===== config.mk =====
export PLATFORM = sky130hd
export DESIGN_NAME = utf8_music_text_to_ascii_top
export DESIGN_NICKNAME = d
export VERILOG_FILES = /design/src/rtl/u8m_pkg.sv /design/src/rtl/u8m_fold.sv /design/src/rtl/utf8_music_text_to_ascii_top.sv
export VERILOG_INCLUDE_DIRS = /design/src /design/src/rtl
export SDC_FILE = /design/constraint.sdc
export NUM_CORES = 1
export LEC_CHECK = 0
export BUFFER_PORTS_ARGS = -buffer_cell sky130_fd_sc_hd__buf_2
export CAP_MARGIN = 10
export CORE_MARGIN = 8
export CORE_UTILIZATION = 50
export DETAILED_ROUTE_END_ITERATION = 8
export PLACE_DENSITY = 0.8
export SLEW_MARGIN = 10
export SYNTH_ARGS = -nofsm -noshare
export SYNTH_HDL_FRONTEND = slang
export SYNTH_SLANG_ARGS = --single-unit

===== constraint.sdc =====
create_clock -name clk_i -period 2.8 [get_ports clk_i]
set_input_delay 0.28 -clock clk_i [delete_from_list [all_inputs] [get_ports clk_i]]
set_output_delay 0.28 -clock clk_i [all_outputs]
set_load 0.1 [all_outputs]

===== src/rtl/assert_macros.svh =====
// Assertion macros shared by the RTL.
// Each macro expands to one labeled concurrent assertion on clk_i, disabled in reset.
`ifndef ASSERT_MACROS_SVH
`define ASSERT_MACROS_SVH

// The consequent must hold in the same cycle as the antecedent.
`define ASSERT_SAME(lbl, ante, cons) \
  lbl: assert property (@(posedge clk_i) disable iff (!rst_ni) (ante) |-> (cons)) \
    else $error("same-cycle assertion failed");

// The consequent must hold in the cycle after the antecedent.
`define ASSERT_NEXT(lbl, ante, cons) \
  lbl: assert property (@(posedge clk_i) disable iff (!rst_ni) (ante) |=> (cons)) \
    else $error("next-cycle assertion failed");

`endif


===== src/rtl/u8m_pkg.sv =====
// ----------------------------------------------------------------------------
// u8m_pkg: shared types and constants of the UTF-8 music text folder
// Item types for both channels, the group state, and the folding tables.
// ----------------------------------------------------------------------------
package u8m_pkg;

  typedef struct packed {
    logic [7:0] in_byte;
    logic       final_byte;
  } in_item_t;

  typedef struct packed {
    logic [6:0] out_char;
    logic       char_valid;
    logic       run_last;
    logic       text_end;
  } out_item_t;

  // Open group state. Only entries below held_count are ever read.
  typedef struct packed {
    logic [7:0] held0;
    logic [7:0] held1;
    logic [7:0] held2;
    logic [1:0] held_count;
    logic [2:0] group_length;
  } grp_state_t;

  // Characters produced by one byte, at most two.
  typedef struct packed {
    logic [6:0] char0;
    logic [6:0] char1;
    logic [1:0] num;
    logic       fin;
  } fold_res_t;

  localparam logic [7:0] BYTE_LATIN_LEAD = 8'hC3;
  localparam logic [7:0] BYTE_SYM_LEAD   = 8'hE2;
  localparam logic [7:0] BYTE_SYM_MID    = 8'h99;
  localparam logic [7:0] BYTE_SHARP      = 8'hAF;
  localparam logic [7:0] BYTE_FLAT       = 8'hAD;
  localparam logic [7:0] BYTE_MUS_LEAD   = 8'hF0;
  localparam logic [7:0] BYTE_MUS_2      = 8'h9D;
  localparam logic [7:0] BYTE_MUS_3      = 8'h84;
  localparam logic [7:0] BYTE_DSHARP     = 8'hAA;
  localparam logic [7:0] BYTE_DFLAT      = 8'hAB;

  localparam logic [6:0] CHAR_NONE  = 7'h00;
  localparam logic [6:0] CHAR_HASH  = 7'h23;
  localparam logic [6:0] CHAR_B     = 7'h62;
  localparam logic [6:0] CHAR_E     = 7'h65;
  localparam logic [6:0] CHAR_A     = 7'h61;
  localparam logic [6:0] CHAR_U     = 7'h75;
  localparam logic [6:0] CHAR_I     = 7'h69;
  localparam logic [6:0] CHAR_O     = 7'h6F;
  localparam logic [6:0] CHAR_C_UP  = 7'h43;
  localparam logic [6:0] CHAR_C     = 7'h63;

  localparam logic [2:0] LEN_NONE = 3'd0;
  localparam logic [2:0] LEN_TWO  = 3'd2;
  localparam logic [2:0] LEN_THREE = 3'd3;
  localparam logic [2:0] LEN_FOUR = 3'd4;

  // Group length announced by a lead byte, zero for any other byte.
  function automatic logic [2:0] lead_len(input logic [7:0] b);
    logic [2:0] len;
    len = LEN_NONE;
    if ((b & 8'hE0) == 8'hC0) begin
      len = LEN_TWO;
    end else if ((b & 8'hF0) == 8'hE0) begin
      len = LEN_THREE;
    end else if ((b & 8'hF8) == 8'hF0) begin
      len = LEN_FOUR;
    end
    return len;
  endfunction

  // Plain letter for the second byte of a C3 group, zero when unlisted.
  function automatic logic [6:0] fold_latin(input logic [7:0] c2);
    logic [6:0] c;
    case (c2)
      8'hA8, 8'hA9, 8'hAA, 8'hAB: c = CHAR_E;
      8'hA0, 8'hA2, 8'hA4:        c = CHAR_A;
      8'hB9, 8'hBB, 8'hBC:        c = CHAR_U;
      8'hAE, 8'hAF:               c = CHAR_I;
      8'hB4, 8'hB6:               c = CHAR_O;
      8'h87:                      c = CHAR_C_UP;
      8'hA7:                      c = CHAR_C;
      default:                    c = CHAR_NONE;
    endcase
    return c;
  endfunction

endpackage


===== src/rtl/u8m_fold.sv =====
// ----------------------------------------------------------------------------
// u8m_fold: one-byte folding step
// Combines the open group with a new byte and gives the next group state
// and the zero to two characters that the byte causes.
// ----------------------------------------------------------------------------
module u8m_fold import u8m_pkg::*; (
  input  grp_state_t st_i,
  input  in_item_t   item_i,
  output grp_state_t st_o,
  output fold_res_t  res_o
);

  logic [7:0] b;
  logic       fin;
  logic       open;
  logic [2:0] total;
  logic [7:0] buf1;
  logic [7:0] buf2;
  logic [6:0] lat;
  logic [6:0] tail_lat;
  logic [6:0] c0;
  logic [6:0] c1;
  logic [1:0] n;

  assign b     = item_i.in_byte;
  assign fin   = item_i.final_byte;
  assign open  = (st_i.group_length != LEN_NONE) && (st_i.held_count != 2'd0);
  assign total = {1'b0, st_i.held_count} + 3'd1;
  assign buf1  = (st_i.held_count == 2'd1) ? b : st_i.held1;
  assign buf2  = (st_i.held_count == 2'd2) ? b : st_i.held2;
  assign lat      = fold_latin(buf1);
  assign tail_lat = fold_latin(b);

  always_comb begin
    st_o = st_i;
    c0   = CHAR_NONE;
    c1   = CHAR_NONE;
    n    = 2'd0;
    if (open) begin
      if (total == st_i.group_length) begin
        // The group is complete: fold it and close it.
        st_o.held_count   = 2'd0;
        st_o.group_length = LEN_NONE;
        case (st_i.group_length)
          LEN_TWO: begin
            if (st_i.held0 == BYTE_LATIN_LEAD && lat != CHAR_NONE) begin
              c0 = lat;
              n  = 2'd1;
            end
          end
          LEN_THREE: begin
            if (st_i.held0 == BYTE_SYM_LEAD && buf1 == BYTE_SYM_MID) begin
              if (b == BYTE_SHARP) begin
                c0 = CHAR_HASH;
                n  = 2'd1;
              end else if (b == BYTE_FLAT) begin
                c0 = CHAR_B;
                n  = 2'd1;
              end
            end
          end
          LEN_FOUR: begin
            if (st_i.held0 == BYTE_MUS_LEAD && buf1 == BYTE_MUS_2 && buf2 == BYTE_MUS_3) begin
              if (b == BYTE_DSHARP) begin
                c0 = CHAR_HASH;
                c1 = CHAR_HASH;
                n  = 2'd2;
              end else if (b == BYTE_DFLAT) begin
                c0 = CHAR_B;
                c1 = CHAR_B;
                n  = 2'd2;
              end
            end
          end
          default: begin
            n = 2'd0;
          end
        endcase
      end else if (fin) begin
        // Text ends inside the group: drop the lead byte and rescan the rest.
        if (st_i.held_count == 2'd2) begin
          if (!st_i.held1[7]) begin
            c0 = st_i.held1[6:0];
            if (!b[7]) begin
              c1 = b[6:0];
              n  = 2'd2;
            end else begin
              n  = 2'd1;
            end
          end else if (lead_len(st_i.held1) == LEN_TWO) begin
            if (st_i.held1 == BYTE_LATIN_LEAD && tail_lat != CHAR_NONE) begin
              c0 = tail_lat;
              n  = 2'd1;
            end
          end else if (!b[7]) begin
            c0 = b[6:0];
            n  = 2'd1;
          end
        end else if (!b[7]) begin
          c0 = b[6:0];
          n  = 2'd1;
        end
      end else begin
        // Group still open: hold the byte.
        if (st_i.held_count == 2'd1) begin
          st_o.held1 = b;
        end else begin
          st_o.held2 = b;
        end
        st_o.held_count = st_i.held_count + 2'd1;
      end
    end else begin
      st_o.held_count   = 2'd0;
      st_o.group_length = LEN_NONE;
      if (!b[7]) begin
        c0 = b[6:0];
        n  = 2'd1;
      end else if (lead_len(b) != LEN_NONE && !fin) begin
        st_o.held0        = b;
        st_o.held_count   = 2'd1;
        st_o.group_length = lead_len(b);
      end
    end
    if (fin) begin
      st_o.held_count   = 2'd0;
      st_o.group_length = LEN_NONE;
    end
  end

  assign res_o = '{char0: c0, char1: c1, num: n, fin: fin};

endmodule


===== src/rtl/utf8_music_text_to_ascii_top.sv =====
// ----------------------------------------------------------------------------
// utf8_music_text_to_ascii_top: UTF-8 music text to ASCII folder
// Takes UTF-8 text a byte at a time and emits plain ASCII characters, with
// accidentals and accented Latin letters folded to ASCII.
// ----------------------------------------------------------------------------
//
//   Channel  Direction  Handshake                Payload
//   in       input      in_valid_i / in_stall_o   in_item_i  (in_item_t)
//   out      output     out_valid_o / out_stall_i out_item_o (out_item_t)
//
// The block takes one byte per cycle while in_stall_o is low. A byte that gives
// two characters holds the result register until both have left, so the next
// byte waits in the input register there. A byte passes through the input
// register and then the result register before its result can leave. Reset
// clears the group state and all valid flags; nothing else is needed before the
// first byte. A stalled output keeps its item, and the input register still
// takes one more byte while the output waits.
//
module utf8_music_text_to_ascii_top import u8m_pkg::*; (
  input  logic      clk_i,
  input  logic      rst_ni,
  input  logic      in_valid_i,
  output logic      in_stall_o,
  input  in_item_t  in_item_i,
  output logic      out_valid_o,
  input  logic      out_stall_i,
  output out_item_t out_item_o
);

`include "assert_macros.svh"

  // Input register: one byte, parted from the result register so that the
  // input keeps flowing while a result waits.
  logic      in_v_q;
  in_item_t  in_q;

  // Group state, updated when a byte moves from the input register on.
  grp_state_t st_q;
  grp_state_t st_d;
  fold_res_t  res;

  // Result register: up to two items, res0_q is the one shown.
  logic      v0_q;
  logic      v1_q;
  out_item_t res0_q;
  out_item_t res1_q;
  out_item_t item0;
  out_item_t item1;

  logic accept;
  logic take;
  logic move;
  logic emit;

  u8m_fold u_fold (
    .st_i   (st_q),
    .item_i (in_q),
    .st_o   (st_d),
    .res_o  (res)
  );

  // The byte in the input register moves on when the result register is
  // empty, or when its last item leaves in this cycle.
  assign take       = v0_q && !out_stall_i;
  assign move       = in_v_q && (!v0_q || (take && !v1_q));
  assign in_stall_o = in_v_q && !move;
  assign accept     = in_valid_i && !in_stall_o;

  // A final byte with no character still sends a bare end marker.
  assign emit = (res.num != 2'd0) || res.fin;

  always_comb begin
    item0.out_char   = res.char0;
    item0.char_valid = (res.num != 2'd0);
    item0.run_last   = (res.num != 2'd2);
    item0.text_end   = res.fin && (res.num != 2'd2);
    item1.out_char   = res.char1;
    item1.char_valid = 1'b1;
    item1.run_last   = 1'b1;
    item1.text_end   = res.fin;
  end

  always_ff @(posedge clk_i or negedge rst_ni) begin
    if (!rst_ni) begin
      in_v_q <= 1'b0;
    end else if (accept) begin
      in_v_q <= 1'b1;
    end else if (move) begin
      in_v_q <= 1'b0;
    end
  end

  always_ff @(posedge clk_i) begin
    if (accept) begin
      in_q <= in_item_i;
    end
  end

  // Group state. The held bytes are cleared as well, although only entries
  // below held_count are ever read.
  always_ff @(posedge clk_i or negedge rst_ni) begin
    if (!rst_ni) begin
      st_q <= '0;
    end else if (move) begin
      st_q <= st_d;
    end
  end

  always_ff @(posedge clk_i or negedge rst_ni) begin
    if (!rst_ni) begin
      v0_q <= 1'b0;
      v1_q <= 1'b0;
    end else if (move) begin
      v0_q <= emit;
      v1_q <= (res.num == 2'd2);
    end else if (take) begin
      if (v1_q) begin
        v1_q <= 1'b0;
      end else begin
        v0_q <= 1'b0;
      end
    end
  end

  always_ff @(posedge clk_i) begin
    if (move) begin
      res0_q <= item0;
      res1_q <= item1;
    end else if (take && v1_q) begin
      res0_q <= res1_q;
    end
  end

  assign out_valid_o = v0_q;
  assign out_item_o  = res0_q;

  // A second item never waits without a first in front of it.
  `ASSERT_SAME(a_second_behind_first, v1_q, v0_q)
  // The first of a pair is never marked as the last item of its byte.
  `ASSERT_SAME(a_pair_head_not_last, v0_q && v1_q, !res0_q.run_last)
  // A byte that gives two characters leaves both in the result register.
  `ASSERT_NEXT(a_pair_loaded, move && (res.num == 2'd2), v0_q && v1_q)
  // An open group always holds fewer bytes than its length.
  `ASSERT_SAME(a_group_count, st_q.group_length != LEN_NONE,
               (st_q.held_count != 2'd0) &&
               ({1'b0, st_q.held_count} < st_q.group_length))

endmodule

### Word-level counts from Yosys, hierarchy flattened

Cells that the tools add are included.

* order comparisons: 0
* reduce and logical (&&, ||, !) cells: 46
* divide/modulo/power cells: 0
* $mul: 0
* muxes and demuxes: 70
* add/subtract/negate cells: 2
* bitwise gates (word level): 4
* shifts and indexed selects: 0
* eq/ne operators: 57

Operators with widths (number)
* $eq A8 B8 Y1 const B: 40
* $mux W7: 20
* $pmux W7 S7: 2
* $mux W3: 14
* $mux W2: 13
* $pmux W7 S3: 1
* $mux W10: 2
* $mux W8: 2
* $mux W5: 3
* $logic_and A1 B1 Y1: 14
* $reduce_bool A7 Y1: 2
* $reduce_or A3 Y1: 4
* $mux W1: 11
* $eq A5 B5 Y1 const B: 2
* $reduce_bool A2 Y1: 5
* $eq A3 B2 Y1 const B: 3
* $eq A3 B3 Y1 const B: 3
* $eq A4 B4 Y1 const B: 2
* $reduce_and A4 Y1: 2
* $reduce_or A2 Y1: 4
* $reduce_or A4 Y1: 2
* $logic_not A1 Y1: 6
* $pmux W2 S3: 1
* $reduce_bool A3 Y1: 2
* other kinds (13): 19

* word-level logic and storage cells: 195
* memories: 0
* memory bits (read-only): 0
* flip-flop bits (word level): 59
* bits in latches: 0
* memory bits (writable): 0
* output and inout port bits: 12
* input bits: 13

### Logic depth before layout (Yosys ltp)

* depth after elaboration: 19
* gate-level depth with buffers: 10
* depth with buffers taken out: 9

### Modules after synthesis

From an unflattened synthesis, not the netlist that was laid out.

* cells, all modules: 386
* area, all modules: 3973.8 µm²

By module, submodules not included
* utf8_music_text_to_ascii_top: area each 2185.8 µm², sequential area each 1611.5 µm², cells an instance 118, instances 1
* u8m_fold: area each 1788.0 µm², sequential area each 0.0 µm², cells an instance 268, instances 1

### Least setup slack after synthesis

Ideal clock, no wire load.

* path kind: register -> register
* from: register v0_q, in the netlist out_valid_o
* to: register st_q[14] (netlist bit)
* stages on the path, launching flop included: 8
* library setup time: 0.125 ns
* setup slack: -0.001 ns
* arrival time: 2.677 ns
* path buffers: 0
* required time: 2.675 ns
* clock period less this slack: 2.801 ns
* path through: dfrtp_1 > inv_1 > o21ai_1 > clkinv_1 > nand2_1 > nor3_1 > nand2_1 > mux2_2

* longest elaborated chain between the ends: 5
* elaborated cells on any way between the ends: 6
* those cells by class: reduce/logical: 6

Ends and longest elaborated chain
* start, declared: line utf8_music_text_to_ascii_top.sv:43 `logic v0_q;`
* start signal, assigned: line utf8_music_text_to_ascii_top.sv:114 `v0_q <= emit;`
* $logic_and A1 B1 Y1: line utf8_music_text_to_ascii_top.sv:64 `assign take = v0_q && !out_stall_i;`
* $logic_and A1 B1 Y1: line utf8_music_text_to_ascii_top.sv:65 `assign move = in_v_q && (!v0_q || (take && !v1_q));`
* $logic_or A1 B1 Y1 (*): line utf8_music_text_to_ascii_top.sv:65
* $logic_and A1 B1 Y1 (*): line utf8_music_text_to_ascii_top.sv:65
* $reduce_and A4 Y1 (no source line) (*)
* end signal, assigned: line utf8_music_text_to_ascii_top.sv:105 `st_q <= st_d;`
* end, declared: line utf8_music_text_to_ascii_top.sv:38 `grp_state_t st_q;`

Every way passes the cells marked *; elsewhere a longest branch is shown, timed or not.
A chain may end at the register's enable or synchronous reset.

### Worst setup path after layout

* from: register st_q[4] (netlist bit)
* to: register res0_q, in the netlist out_item_o[2] (data pin)

* longest elaborated chain between the ends: 13
* elaborated cells on any way between the ends: 48
* those cells by class: add/sub: 1; eq/ne: 22; mux: 12; reduce/logical: 13

Ends and longest elaborated chain
* $eq A2 B1 Y1: line u8m_fold.sv:29 `assign buf1 = (st_i.held_count == 2'd1) ? b : st_i.held1;`
* $mux W8
* $eq A8 B8 Y1: line u8m_pkg.sv:80 `case (c2)`
* $reduce_or A4 Y1 (tied with other cells): line u8m_pkg.sv:80
* $pmux W7 S7: line u8m_pkg.sv:80
* $reduce_bool A7 Y1: line u8m_fold.sv:46 `if (st_i.held0 == BYTE_LATIN_LEAD && lat != CHAR_NONE) begin`
* $logic_and A1 B1 Y1: line u8m_fold.sv:46
* $mux W1: line u8m_fold.sv:46
* $pmux W2 S3: line u8m_fold.sv:44 `case (st_i.group_length)`
* $mux W2: line u8m_fold.sv:40 `if (total == st_i.group_length) begin`
* $mux W2 (*): line u8m_fold.sv:39 `if (open) begin`
* $reduce_bool A2 Y1 (*): line utf8_music_text_to_ascii_top.sv:74 `item0.char_valid = (res.num != 2'd0);`
* $mux W10 (*): line utf8_music_text_to_ascii_top.sv:126 `if (move) begin`
* end signal, assigned: line utf8_music_text_to_ascii_top.sv:127 `res0_q <= item0;`
* end signal, assigned: line utf8_music_text_to_ascii_top.sv:130 `res0_q <= res1_q;`
* end, declared: line utf8_music_text_to_ascii_top.sv:45 `out_item_t res0_q;`

Marks and branches as above.

==> qor.csv <==
metric,value,unit
min_period,2710,ps
max_freq,369,MHz
slew_viol_final,0,
ys_seq_area_share,43.8,%
insertion_delay,350,ps
port_buffers,24,
ir_worst_vdd,0.378,mV
num_rows,31,
viasPerCell,6.26,
synth_warnings,0,
r2r_start,st_q[4]$_DFFE_PN0P_,
max_stage_delay,480,ps
wl_per_cell,19.3,um
endpoint,out_item_o[2]$_SDFFCE_PN1P_,
hold_class,in -> reg,
r2r_end,out_item_o[2]$_SDFFCE_PN1P_,
cp-start-kind,flip-flop,
vias,3351,
cts_root_buf,clkbuf_8,
yosys.area.top_type,edfxtp_1,
skew,10.1,ps
synth_area_leaders,"edfxtp_1, dfrtp_1, mux2_2",
die_x,102,um
nets,449,
layout-drive-gt1-share,33.3,%
synth_most_common_cell,nand2_1,
drc_errors,0,
hold_viol,0,
p_leak,1.83,nW
dp.cells,518,
grt_start_max_net_pins,33,
powerDensity,609,mW/mm2
synth_area,0.00368,mm2
cts_sinks,59,
dp_hpwl,7430,um
core_area,0.00718,mm2
rsz0062_at_grt,yes,
clk_pin_slew,70,ps
fin_util,62.6,%
cp.required,3000,ps
dr.pass1.iters,5,
critical_path_class,reg -> reg,
critPathMaxFanout,4,
syn_to_final_growth,22.3,%
worst_pin_slew,799,ps
crit_chain,"inv_1, ha_1, or3b_4, a2111o_1, nor4b_4, nor4_2, o311a_1, a31oi_1",
ys_ff_latch,59,
track_usage,20.6,%
cts_max_path_buffers,2,
numCtsBuffers,9,
drt_wl_total,10300,um
gp_congestion,0.988,
post-cts-setup-buffer-count,0,
antenna_cells,0,
io_pins,25,
yosysTopAreaCellShare,22.1,%
synth-edff-count,27,
finalSetupViolCount,0,
ff2ff_setup_slack,90,ps
r2r_cells,8,
drtIter0Drc,361,
htree_levels,3,
ys_types,81,
outcome,"finished, final reports clean",
grt_pass1_vias,3217,
synthCells,368,
antenna_found_initial,0,
overflow,0,
timing.setup.tns,0,ps
syn_area_per_cell,9.99,um2
endpoint_kind,flip-flop,
die_area,0.0104,mm2
hp-start,in_item_i[0],
arrival,2910,ps
start_util,51.2,%
synth_nets,386,
ant_nets,0,
ys.flop_type,dfrtp_1,
fin_cells,535,
cts_tree,built,
grt_pass1_wl,16400,um
crit_start,st_q[4]$_DFFE_PN0P_,
fin_crit_sh,96.7,%
slowest_stage,a2111o_1,
relSlewSlack,46.4,%
ys_async_sr_fraction,54.2,%
die_h,102,um
drv_cap,0,
synth_common_cells,"nand2_1, dfrtp_1, edfxtp_1",
state kept, by name (all words and copies together), names as in the netlist:
register	flops
res1_q	8
out_item_o	10
st_q	29
v1_q	1
in_q	9
in_v_q	1
out_valid_o	1
placed cells by master (no fill, tap or decap), types with 11 or more instances in the layout:
master / n
a21oi_1: 14
buf_2: 24
buf_4: 45
clkbuf_8: 11
dfrtp_1: 31
edfxtp_1: 27
mux2_2: 21
nand2_1: 38
nand3_1: 12
nor2_1: 25
o21ai_0: 15
metal layers:
layer | vias up | GRT usage [%] | wire, um
li1 | 1503 | - | -
met1 | 1616 | 25.0 | 4140
met2 | 185 | 33.4 | 4890
met3 | 47 | 4.33 | 827
met4 | 0 | 11.3 | 450
met5 | - | 0 | 0
area by class of cell:
type / count / area (um2)
sequential: 59 / 1610
fill: 579 / 2680
clock inverter: 4 / 120
tap: 99 / 124
timing repair buffer: 70 / 468
multi-input combinational: 279 / 1970
inverter: 12 / 45.0
clock buffer: 12 / 155
where the power goes:
| part | switching, mW | internal (mW) |
|---|---|---|
| clock network | 0.353 | 0.731 |
| registers | 0.0677 | 1.02 |
| logic | 0.374 | 0.192 |
per-stage QoR:
step	power (mW)	hold WS (ps)	area, um2	setup WS (ps)
6_report	2.74	106	4490	91.4
5_1_grt	2.82	92.4	4490	-53.1
4_1_cts	2.73	95.2	4440	11.6
3_5_place_dp	1.65	371	4150	48.1
3_3_place_gp	1.64	359	4150	170
2_1_floorplan	1.49	-15.6	3680	221
kinds of logic after synthesis:
| kind of cell | count (synthesis) | share of synthesized area, % |
|---|---|---|
| xor gates and xnor gates | 4 | 0.953 |
| DFF | 59 | 43.8 |
| adders and majority gates | 5 | 1.70 |
| buffers and inverters | 30 | 4.22 |
| AOI/OAI and AO/OA | 88 | 17.5 |
| and+or+nand+nor | 159 | 24.8 |
| muxes | 23 | 6.98 |
what timing repair did:
| action | 4_1_cts | 5_1_grt |
|---|---|---|
| gates cloned | 0 | 0 |
| resized for setup | 1 | 10 |
| endpoints found under the setup margin | 2 | 9 |
| endpoints found under the hold margin | 8 | 0 |
| pin swaps | 0 | 2 |
| hold buffers | 1 | 0 |
worst min path at each step:
stage	depth (start not counted)	endpoint
floorplan	0	in_v_q$_DFFE_PN0P_
global placement	1	st_q[23]$_DFFE_PN0P_
detailed placement	1	st_q[14]$_DFFE_PN0P_
CTS	1	in_q[1]$_DFFE_PP_
global route	1	in_q[3]$_DFFE_PP_
finish	1	in_q[0]$_DFFE_PP_
critical path: cells and delay by family, from the launching register on:
family                   cells  cell delay [ps]
adder cells (fa/ha/maj)      1              210
flip-flops                   1              380
AO/OA/AOI/OAI                3             1040
AND/OR/NAND/NOR              3              830
buffers and inverters        1              100
No activity file was read; power rests on OpenSTA's default activity.
